$ cat config.mk
export PLATFORM = sky130hd
export DESIGN_NAME = run_min_max_mean_variance
export DESIGN_NICKNAME = d
export VERILOG_FILES = /design/src/hw/rtl/rmmv_pkg.sv /design/src/hw/rtl/rmmv_div.sv /design/src/hw/rtl/rmmv_sqrt.sv /design/src/hw/rtl/run_min_max_mean_variance.sv
export SDC_FILE = /design/constraint.sdc
export NUM_CORES = 2
export LEC_CHECK = 0
export BUFFER_PORTS_ARGS = -buffer_cell sky130_fd_sc_hd__clkbuf_2
export CAP_MARGIN = 20
export CORE_ASPECT_RATIO = 0.6
export CORE_MARGIN = 2
export CORE_UTILIZATION = 45
export DETAILED_ROUTE_END_ITERATION = 8
export HOLD_SLACK_MARGIN = 0.03
export PLACE_DENSITY = 0.73
export SLEW_MARGIN = 20
export SYNTH_ARGS = -nofsm -noshare
export SYNTH_HDL_FRONTEND = slang
export SYNTH_SLANG_ARGS = --single-unit
$ cat constraint.sdc
create_clock -name clk -period 15.08 [get_ports clk]
set_input_delay 3.016 -clock clk [delete_from_list [all_inputs] [get_ports clk]]
set_output_delay 3.016 -clock clk [all_outputs]
set_load 0.05 [all_outputs]
$ cat src/hw/rtl/rmmv_pkg.sv
// ----------------------------------------------------------------------------
// Run statistics package
// Widths, limits and controller states shared by the run statistics block.
// ----------------------------------------------------------------------------
package rmmv_pkg;

	localparam int SW        = 16;
	localparam int CW        = 5;
	localparam int MAX_COUNT = 16;
	localparam int FRAC_BITS = 8;
	localparam int SUMW      = 21;
	localparam int SQW       = 35;
	localparam int MAGW      = 20;
	localparam int PW        = 40;
	localparam int NUMW      = 58;
	localparam int DENW      = 10;
	localparam int ROOTW     = NUMW / 2;
	localparam int VARW      = 39;
	localparam int STDW      = 24;
	localparam int STEPW     = 6;
	localparam int SQ_STEPS  = SW + 1;
	localparam int MUL_STEPS = MAGW;

	typedef enum logic [3:0] {
		ST_IDLE,
		ST_SQ,
		ST_END,
		ST_MUL_NS,
		ST_MUL_SS,
		ST_DIV_MEAN,
		ST_DIV_VAR,
		ST_DIV_STD,
		ST_SQRT,
		ST_DONE
	} state_t;

endpackage

$ cat src/hw/rtl/rmmv_div.sv
// ----------------------------------------------------------------------------
// Run statistics divider
// Restoring divider, one quotient bit per cycle, numerator shifted in MSB first.
// ----------------------------------------------------------------------------
module rmmv_div (
	input  logic                          clk,
	input  logic                          arst_n,
	input  logic                          start,
	input  logic [rmmv_pkg::NUMW-1:0]     num,
	input  logic [rmmv_pkg::DENW-1:0]     den,
	output logic                          done,
	output logic [rmmv_pkg::NUMW-1:0]     quot
);

	logic                         busy_q;
	logic                         done_q;
	logic [rmmv_pkg::STEPW-1:0]   cnt_q;
	logic [rmmv_pkg::NUMW-1:0]    num_q;
	logic [rmmv_pkg::DENW-1:0]    den_q;
	logic [rmmv_pkg::DENW-1:0]    rem_q;
	logic [rmmv_pkg::NUMW-1:0]    quot_q;
	logic [rmmv_pkg::DENW:0]      trial;
	logic [rmmv_pkg::DENW:0]      diff;
	logic                         ge;

	assign trial = {rem_q, num_q[rmmv_pkg::NUMW-1]};
	assign diff  = trial - {1'b0, den_q};
	assign ge    = trial >= {1'b0, den_q};

	always_ff @(posedge clk or negedge arst_n) begin
		if (!arst_n) begin
			busy_q <= 1'b0;
			done_q <= 1'b0;
			cnt_q  <= '0;
		end else begin
			done_q <= 1'b0;
			if (start) begin
				busy_q <= 1'b1;
				cnt_q  <= '0;
			end else if (busy_q) begin
				cnt_q <= cnt_q + 1'b1;
				if (cnt_q == rmmv_pkg::STEPW'(rmmv_pkg::NUMW - 1)) begin
					busy_q <= 1'b0;
					done_q <= 1'b1;
				end
			end
		end
	end

	always_ff @(posedge clk) begin
		if (start) begin
			num_q  <= num;
			den_q  <= den;
			rem_q  <= '0;
			quot_q <= '0;
		end else if (busy_q) begin
			num_q  <= {num_q[rmmv_pkg::NUMW-2:0], 1'b0};
			rem_q  <= ge ? diff[rmmv_pkg::DENW-1:0] : trial[rmmv_pkg::DENW-1:0];
			quot_q <= {quot_q[rmmv_pkg::NUMW-2:0], ge};
		end
	end

	assign done = done_q;
	assign quot = quot_q;

endmodule

$ cat src/hw/rtl/rmmv_sqrt.sv
// ----------------------------------------------------------------------------
// Run statistics square root
// Digit-by-digit integer square root, two radicand bits per cycle.
// ----------------------------------------------------------------------------
module rmmv_sqrt (
	input  logic                          clk,
	input  logic                          arst_n,
	input  logic                          start,
	input  logic [rmmv_pkg::NUMW-1:0]     radicand,
	output logic                          done,
	output logic [rmmv_pkg::ROOTW-1:0]    root
);

	localparam int RW = rmmv_pkg::ROOTW + 2;

	logic                         busy_q;
	logic                         done_q;
	logic [rmmv_pkg::STEPW-1:0]   cnt_q;
	logic [rmmv_pkg::NUMW-1:0]    x_q;
	logic [RW-1:0]                rem_q;
	logic [rmmv_pkg::ROOTW-1:0]   root_q;
	logic [RW+1:0]                trial_rem;
	logic [RW+1:0]                trial;
	logic [RW+1:0]                diff;
	logic                         ge;

	assign trial_rem = {rem_q, x_q[rmmv_pkg::NUMW-1 -: 2]};
	assign trial     = {2'b00, root_q, 2'b01};
	assign diff      = trial_rem - trial;
	assign ge        = trial_rem >= trial;

	always_ff @(posedge clk or negedge arst_n) begin
		if (!arst_n) begin
			busy_q <= 1'b0;
			done_q <= 1'b0;
			cnt_q  <= '0;
		end else begin
			done_q <= 1'b0;
			if (start) begin
				busy_q <= 1'b1;
				cnt_q  <= '0;
			end else if (busy_q) begin
				cnt_q <= cnt_q + 1'b1;
				if (cnt_q == rmmv_pkg::STEPW'(rmmv_pkg::ROOTW - 1)) begin
					busy_q <= 1'b0;
					done_q <= 1'b1;
				end
			end
		end
	end

	always_ff @(posedge clk) begin
		if (start) begin
			x_q    <= radicand;
			rem_q  <= '0;
			root_q <= '0;
		end else if (busy_q) begin
			x_q    <= {x_q[rmmv_pkg::NUMW-3:0], 2'b00};
			rem_q  <= ge ? diff[RW-1:0] : trial_rem[RW-1:0];
			root_q <= {root_q[rmmv_pkg::ROOTW-2:0], ge};
		end
	end

	assign done = done_q;
	assign root = root_q;

endmodule

$ cat src/hw/rtl/run_min_max_mean_variance.sv
// ----------------------------------------------------------------------------
// Run statistics: count, min, max, mean, variance, standard deviation
// Accumulates signed samples of a run and reports its population statistics.
// ----------------------------------------------------------------------------
//  channel | signals                                   | direction
//  in      | in_valid, in_stall, sample_value, last_item | sink
//  out     | out_valid, out_stall, sample_count, smallest,
//          | largest, mean_rounded, variance_q8, std_dev_q8 | source
//
//  Each sample beat builds its square bit-serially (17 steps) before the
//  next sample is taken; closing a run then passes through the serial
//  multiplier, the shared restoring divider and the square-root unit.
//  Reset is asynchronous, active low, and clears the run and out_valid.
//  A held result does not block new samples; only a second finished run waits.
// ----------------------------------------------------------------------------
module run_min_max_mean_variance (
	input  logic                            clk,
	input  logic                            arst_n,
	input  logic                            in_valid,
	output logic                            in_stall,
	input  logic signed [rmmv_pkg::SW-1:0]  sample_value,
	input  logic                            last_item,
	output logic                            out_valid,
	input  logic                            out_stall,
	output logic [rmmv_pkg::CW-1:0]         sample_count,
	output logic signed [rmmv_pkg::SW-1:0]  smallest,
	output logic signed [rmmv_pkg::SW-1:0]  largest,
	output logic signed [rmmv_pkg::SW-1:0]  mean_rounded,
	output logic [rmmv_pkg::VARW-1:0]       variance_q8,
	output logic [rmmv_pkg::STDW-1:0]       std_dev_q8
);

	rmmv_pkg::state_t state_q, state_nx;

	logic [rmmv_pkg::CW-1:0]            cnt_q;
	logic signed [rmmv_pkg::SUMW-1:0]   sum_q;
	logic [rmmv_pkg::SQW-1:0]           sumsq_q;
	logic signed [rmmv_pkg::SW-1:0]     min_q;
	logic signed [rmmv_pkg::SW-1:0]     max_q;
	logic                               last_q;
	logic [rmmv_pkg::STEPW-1:0]         step_q;
	logic [rmmv_pkg::PW-1:0]            a_q;
	logic [rmmv_pkg::MAGW-1:0]          b_q;
	logic [rmmv_pkg::PW-1:0]            acc_q;
	logic [rmmv_pkg::PW-1:0]            nsq_q;
	logic                               out_valid_q;
	logic [rmmv_pkg::CW-1:0]            count_q;
	logic signed [rmmv_pkg::SW-1:0]     smallest_q;
	logic signed [rmmv_pkg::SW-1:0]     largest_q;
	logic signed [rmmv_pkg::SW-1:0]     mean_q;
	logic [rmmv_pkg::VARW-1:0]          var_q;
	logic [rmmv_pkg::STDW-1:0]          std_q;
	logic signed [rmmv_pkg::SW-1:0]     mean_out_q;
	logic [rmmv_pkg::VARW-1:0]          var_out_q;
	logic [rmmv_pkg::STDW-1:0]          std_out_q;

	logic                               accept;
	logic                               out_free;
	logic                               run_end;
	logic                               sq_last;
	logic                               mul_last;
	logic [rmmv_pkg::SUMW-1:0]          v_ext;
	logic [rmmv_pkg::SW:0]              v_sx;
	logic [rmmv_pkg::SW:0]              v_abs;
	logic [rmmv_pkg::SUMW-1:0]          sum_neg;
	logic [rmmv_pkg::MAGW-1:0]          mag;
	logic [rmmv_pkg::PW-1:0]            acc_nx;
	logic [rmmv_pkg::PW-1:0]            d;
	logic [2*rmmv_pkg::CW-1:0]          n2;
	logic [rmmv_pkg::SW-1:0]            q16;
	logic [rmmv_pkg::ROOTW:0]           root_inc;

	logic                               div_start;
	logic [rmmv_pkg::NUMW-1:0]          div_num;
	logic [rmmv_pkg::DENW-1:0]          div_den;
	logic                               div_done;
	logic [rmmv_pkg::NUMW-1:0]          div_quot;
	logic                               sqrt_start;
	logic                               sqrt_done;
	logic [rmmv_pkg::ROOTW-1:0]         sqrt_root;

	assign accept   = in_valid && !in_stall;
	assign out_free = !out_valid_q || !out_stall;
	assign run_end  = last_q || (cnt_q == rmmv_pkg::CW'(rmmv_pkg::MAX_COUNT));
	assign sq_last  = step_q == rmmv_pkg::STEPW'(rmmv_pkg::SQ_STEPS - 1);
	assign mul_last = step_q == rmmv_pkg::STEPW'(rmmv_pkg::MUL_STEPS - 1);

	assign v_ext   = rmmv_pkg::SUMW'(sample_value);
	assign v_sx    = {sample_value[rmmv_pkg::SW-1], sample_value};
	assign v_abs   = v_sx[rmmv_pkg::SW] ? (~v_sx + 1'b1) : v_sx;
	assign sum_neg = ~sum_q + 1'b1;
	assign mag     = sum_q[rmmv_pkg::SUMW-1] ? sum_neg[rmmv_pkg::MAGW-1:0]
	                                         : sum_q[rmmv_pkg::MAGW-1:0];
	assign acc_nx  = acc_q + (b_q[0] ? a_q : '0);
	assign d       = (nsq_q >= acc_q) ? (nsq_q - acc_q) : '0;
	assign n2      = cnt_q * cnt_q;
	assign q16     = div_quot[rmmv_pkg::SW-1:0];
	assign root_inc = {1'b0, sqrt_root} + 1'b1;

	always_comb begin
		state_nx = state_q;
		unique case (state_q)
			rmmv_pkg::ST_IDLE:     if (accept) state_nx = rmmv_pkg::ST_SQ;
			rmmv_pkg::ST_SQ:       if (sq_last) begin
				state_nx = run_end ? rmmv_pkg::ST_END : rmmv_pkg::ST_IDLE;
			end
			rmmv_pkg::ST_END:      state_nx = rmmv_pkg::ST_MUL_NS;
			rmmv_pkg::ST_MUL_NS:   if (mul_last) state_nx = rmmv_pkg::ST_MUL_SS;
			rmmv_pkg::ST_MUL_SS:   if (mul_last) state_nx = rmmv_pkg::ST_DIV_MEAN;
			rmmv_pkg::ST_DIV_MEAN: if (div_done) state_nx = rmmv_pkg::ST_DIV_VAR;
			rmmv_pkg::ST_DIV_VAR:  if (div_done) state_nx = rmmv_pkg::ST_DIV_STD;
			rmmv_pkg::ST_DIV_STD:  if (div_done) state_nx = rmmv_pkg::ST_SQRT;
			rmmv_pkg::ST_SQRT:     if (sqrt_done) state_nx = rmmv_pkg::ST_DONE;
			rmmv_pkg::ST_DONE:     if (out_free) state_nx = rmmv_pkg::ST_IDLE;
			default:               state_nx = rmmv_pkg::ST_IDLE;
		endcase
	end

	always_comb begin
		in_stall   = state_q != rmmv_pkg::ST_IDLE;
		div_start  = 1'b0;
		sqrt_start = 1'b0;
		div_num    = '0;
		div_den    = '0;
		unique case (state_q)
			rmmv_pkg::ST_MUL_SS: begin
				div_start = mul_last;
				div_num   = rmmv_pkg::NUMW'({mag, 1'b0}) + rmmv_pkg::NUMW'(cnt_q);
				div_den   = rmmv_pkg::DENW'({cnt_q, 1'b0});
			end
			rmmv_pkg::ST_DIV_MEAN: begin
				div_start = div_done;
				div_num   = rmmv_pkg::NUMW'({d, 1'b0, {rmmv_pkg::FRAC_BITS{1'b0}}})
				          + rmmv_pkg::NUMW'(n2);
				div_den   = rmmv_pkg::DENW'({n2, 1'b0});
			end
			rmmv_pkg::ST_DIV_VAR: begin
				div_start = div_done;
				div_num   = rmmv_pkg::NUMW'({d, 2'b00, {(2*rmmv_pkg::FRAC_BITS){1'b0}}});
				div_den   = rmmv_pkg::DENW'(n2);
			end
			rmmv_pkg::ST_DIV_STD: sqrt_start = div_done;
			default: ;
		endcase
	end

	always_ff @(posedge clk or negedge arst_n) begin
		if (!arst_n) state_q <= rmmv_pkg::ST_IDLE;
		else         state_q <= state_nx;
	end

	always_ff @(posedge clk or negedge arst_n) begin
		if (!arst_n) begin
			cnt_q   <= '0;
			sum_q   <= '0;
			sumsq_q <= '0;
			min_q   <= {1'b0, {(rmmv_pkg::SW-1){1'b1}}};
			max_q   <= {1'b1, {(rmmv_pkg::SW-1){1'b0}}};
			last_q  <= 1'b0;
			step_q  <= '0;
		end else begin
			unique case (state_q)
				rmmv_pkg::ST_IDLE: if (accept) begin
					cnt_q  <= cnt_q + 1'b1;
					sum_q  <= sum_q + $signed(v_ext);
					if (sample_value < min_q) min_q <= sample_value;
					if (sample_value > max_q) max_q <= sample_value;
					last_q <= last_item;
					step_q <= '0;
				end
				rmmv_pkg::ST_SQ: begin
					if (b_q[0]) sumsq_q <= sumsq_q + a_q[rmmv_pkg::SQW-1:0];
					step_q <= step_q + 1'b1;
				end
				rmmv_pkg::ST_END: step_q <= '0;
				rmmv_pkg::ST_MUL_NS, rmmv_pkg::ST_MUL_SS: begin
					step_q <= mul_last ? '0 : step_q + 1'b1;
				end
				rmmv_pkg::ST_DONE: if (out_free) begin
					cnt_q   <= '0;
					sum_q   <= '0;
					sumsq_q <= '0;
					min_q   <= {1'b0, {(rmmv_pkg::SW-1){1'b1}}};
					max_q   <= {1'b1, {(rmmv_pkg::SW-1){1'b0}}};
					last_q  <= 1'b0;
				end
				default: ;
			endcase
		end
	end

	// shift-add multiplier and result capture
	always_ff @(posedge clk) begin
		unique case (state_q)
			rmmv_pkg::ST_IDLE: if (accept) begin
				a_q <= rmmv_pkg::PW'(v_abs);
				b_q <= rmmv_pkg::MAGW'(v_abs);
			end
			rmmv_pkg::ST_SQ: begin
				a_q <= {a_q[rmmv_pkg::PW-2:0], 1'b0};
				b_q <= {1'b0, b_q[rmmv_pkg::MAGW-1:1]};
			end
			rmmv_pkg::ST_END: begin
				a_q   <= rmmv_pkg::PW'(sumsq_q);
				b_q   <= rmmv_pkg::MAGW'(cnt_q);
				acc_q <= '0;
			end
			rmmv_pkg::ST_MUL_NS: begin
				if (mul_last) begin
					nsq_q <= acc_nx;
					a_q   <= rmmv_pkg::PW'(mag);
					b_q   <= mag;
					acc_q <= '0;
				end else begin
					acc_q <= acc_nx;
					a_q   <= {a_q[rmmv_pkg::PW-2:0], 1'b0};
					b_q   <= {1'b0, b_q[rmmv_pkg::MAGW-1:1]};
				end
			end
			rmmv_pkg::ST_MUL_SS: begin
				acc_q <= acc_nx;
				a_q   <= {a_q[rmmv_pkg::PW-2:0], 1'b0};
				b_q   <= {1'b0, b_q[rmmv_pkg::MAGW-1:1]};
			end
			rmmv_pkg::ST_DIV_MEAN: if (div_done) begin
				mean_q <= sum_q[rmmv_pkg::SUMW-1] ? (~q16 + 1'b1) : q16;
			end
			rmmv_pkg::ST_DIV_VAR: if (div_done) var_q <= div_quot[rmmv_pkg::VARW-1:0];
			rmmv_pkg::ST_SQRT: if (sqrt_done) std_q <= root_inc[rmmv_pkg::STDW:1];
			default: ;
		endcase
	end

	always_ff @(posedge clk or negedge arst_n) begin
		if (!arst_n) begin
			out_valid_q <= 1'b0;
		end else if (state_q == rmmv_pkg::ST_DONE && out_free) begin
			out_valid_q <= 1'b1;
		end else if (!out_stall) begin
			out_valid_q <= 1'b0;
		end
	end

	// result beat loads as a whole once the previous one has left
	always_ff @(posedge clk) begin
		if (state_q == rmmv_pkg::ST_DONE && out_free) begin
			count_q    <= cnt_q;
			smallest_q <= min_q;
			largest_q  <= max_q;
			mean_out_q <= mean_q;
			var_out_q  <= var_q;
			std_out_q  <= std_q;
		end
	end

	rmmv_div u_div (
		.clk    (clk),
		.arst_n (arst_n),
		.start  (div_start),
		.num    (div_num),
		.den    (div_den),
		.done   (div_done),
		.quot   (div_quot)
	);

	rmmv_sqrt u_sqrt (
		.clk      (clk),
		.arst_n   (arst_n),
		.start    (sqrt_start),
		.radicand (div_quot),
		.done     (sqrt_done),
		.root     (sqrt_root)
	);

	assign out_valid    = out_valid_q;
	assign sample_count = count_q;
	assign smallest     = smallest_q;
	assign largest      = largest_q;
	assign mean_rounded = mean_out_q;
	assign variance_q8  = var_out_q;
	assign std_dev_q8   = std_out_q;

endmodule

==> flow_summary.toml <==
[sta]
fin_crit_sh_pct = 44.5
rsz0062_at_grt = "no"
hold_violations = 0
fmax_mhz = 149
whs_ps = 405
worstMarginPinSlew_ps = 1080
finalSetupViolations = 0
final-max-slew-violation-count = 0
clock_skew_ps = 32.8
relSlewSlack_pct = 27.7
fin_crit_ps = 6710
tns_ps = 0

[cts]
clock-sinks = 710
ctsResizeCount = 0
numCtsBuffers = 67
path_clk_slew_ps = 70
htreeDepth = 3
clock_tree.buffer_depth = 3
tritoncts = "done"
cts_setup_buffers = 0
ctsHoldBuffers = 0
clk-insertion-delay-late_ps = 640
cts-root-buf = "clkbuf_16"

[synth]
synth_top_area_cell = "edfxtp_1"
synth.distinct_cells = 97
ys.flop_type = "edfxtp_1"
synth_async_sr_flop_share_pct = 17.0
syn_nets = 4237
synth_area_mm2 = 0.0401
syn-mean-instance-area_um2 = 10.1
synthCells = 3973
synthXorXnorAreaFrac_pct = 5.71
synth-compound-area-share_pct = 15.9
synth-seq-cells = 710
synth_edf_count = 461
ys_seq_area_share_pct = 48.5
synth_top_area_share_pct = 34.5
synthAdderAreaFrac_pct = 7.74
synth_top_family_by_area = "compound AO/OA/AOI/OAI gates"
synthTopCellsByArea = "edfxtp_1, ha_1, dfrtp_1"
yosysWarnings = 0
yosys-mux-area-fraction_pct = 3.14
synthSimpleGateAreaFrac_pct = 15.6

[layout]
final_cell_mix = "nand2_1, edfxtp_1, nor2_1"
fillers = 7718
area_delta_synth_final_pct = 10.2
final_nets = 4326
fin_util_pct = 50.3
n_antenna_cell = 0
drive_gt1_share_pct = 8.77
layout_commonest_cell = "nand2_1"

[route]
totalWireLength_mm = 101
routedWlPerCell_um = 19.2
first_iter_violations = 3390
viasPerCell = 5.86
drc_errors = 0
ant_nets = 0
firstDrtPassIters = 6
via_count = 30900

[grt]
grt_overflow = 0
antenna_found_initial = 2
grt_usage_pct = 21.6
grt_first_pass_wirelength_mm = 161
grt_pass1_vias = 28400
grt_max_degree = 91

[floorplan]
die_w_um = 390
die_h_um = 235
io_pins = 139
start_util_pct = 45.6
dieArea_mm2 = 0.0917
core-area_mm2 = 0.0880
rows = 84

[power_and_ir_drop]
irDropWorstVdd_mv = 0.122
cellLeakagePower_nw = 17.9
power_density_mw_per_mm2 = 187

[place]
port_buffers = 138
gp_congestion = 0.918
hpwl_mm = 71.8

[setup_path]
r2r_cells = 22
start_kind = "flop"
cp_max_fo = 8
crit_arrival_ps = 7080
r2r-end = "u_div.num_q[46]"
r2r_slack_ps = 8370
endpoint = "u_div.num_q[46]"
r2r-start = "cnt_q[2]"
critPathRequiredTime_ps = 15450
critical_path.startpoint = "cnt_q[2]"
crit_path_end_kind = "flop"
crit_type = "flop to flop"

[job]
cap_violations = 0

[outcome]
status = "finished clean"

[worst_hold_path]
hold_class = "flop to flop"
-- per-stage QoR --
step | cell area [um2] | cells | power [mW] | worst slack [ps]
final | 44300 | 5277 | 8.29 | 8370
after global routing | 44300 | 5277 | 8.80 | 7850
after CTS | 44200 | 5276 | 8.21 | 8520
after detailed placement | 42000 | 5153 | 6.46 | 8560
after global placement | 42000 | 5153 | 6.39 | 8760
after floorplan | 40100 | 3973 | 5.43 | 4660
-- how the worst min path moves through the flow --
stage          cells after the start      start              end  slack (ps)
3_5_place_dp                       0  std_q[15]   std_dev_q8[15]         400
2_1_floorplan                      0  mean_q[0]  mean_rounded[0]         400
6_report                           0  std_q[15]   std_dev_q8[15]         410
5_1_grt                            0  std_q[15]   std_dev_q8[15]         410
4_1_cts                            0  std_q[15]   std_dev_q8[15]         410
3_3_place_gp                       0   std_q[4]    std_dev_q8[4]         400
-- kinds of logic after synthesis --
| family | Yosys count |
|---|---|
| AOI/OAI and AO/OA | 957 |
| buffers and inverters | 364 |
| muxes | 126 |
| and+or+nand+nor | 1313 |
| DFF | 710 |
| xor gates and xnor gates | 260 |
| adders and majority gates | 243 |
-- routing by layer --
layer	share of wire (%)	vias up	track usage, %	wire length [um]
met5	0.17	-	1.19	171
met4	1.7	6	4.89	1760
met3	9.9	147	5.57	9980
met2	39	1303	27.7	39000
met1	50	14800	35.3	50300
li1	-	14600	-	-
-- final cells by class --
| cell class | count | area (um2) | area share (%) |
|---|---|---|---|
| Clock buffer | 80 | 1780 | 4.01 |
| Inverter | 209 | 788 | 1.78 |
| Multi-Input combinational cell | 2899 | 19400 | 43.8 |
| Tap cell | 1161 | 1450 | 3.28 |
| Timing Repair Buffer | 175 | 982 | 2.22 |
| Clock inverter | 43 | 410 | 0.927 |
| Sequential cell | 710 | 19500 | 44.0 |
-- synthesized netlist by cell type (all sizes together), types with 25 or more instances --
master,count
and2,74
nand4,50
and3,33
a21o,80
xnor2,153
a211oi,44
dfrtp,105
nor2b,71
buf,28
nand2b,38
ha,234
o31ai,28
o21ai,242
xor2,107
a21oi,225
nor3,66
nor2,319
or3,38
clkbuf,127
o21a,28
edfxtp,461
nor4,27
nand2,477
dfxtp,128
o21bai,25
nand3,60
a22o,39
mux2i,125
inv,207
-- flip-flops by register name, indices dropped and copies added (netlist names), 39 cells and up --
| signal | cells |
|---|---|
| u_div.num_q | 58 |
| u_div.quot | 58 |
| u_sqrt.x_q | 58 |
| a_q | 40 |
| acc_q | 40 |
| nsq_q | 40 |
| var_q | 39 |
| variance_q8 | 39 |
-- worst max-delay path: stages, from the launching register on --
cell and delay (ps):
dfrtp_1 460, clkinv_1 320, fa_1 600, fa_1 510, inv_1 40, ha_1 270
a31o_2 200, ha_1 310, inv_1 90, o21bai_1 80, a21oi_1 260, o21bai_1 100
a21oi_1 190, xor2_1 220, ha_1 200, and3_1 190, and4bb_2 290, nand4_1 150
nor3_1 760, nand4_1 280, nor4_2 550, mux2i_1 270, nand2_1 80
-- power by group --
part	internal (mW)	total, mW	switching, mW
Combinational	1.42	3.78	2.36
Sequential	2.49	2.77	0.289
Clock	0.955	1.73	0.778
Total	4.86	8.29	3.43
Power figures use the tool's default switching activity.
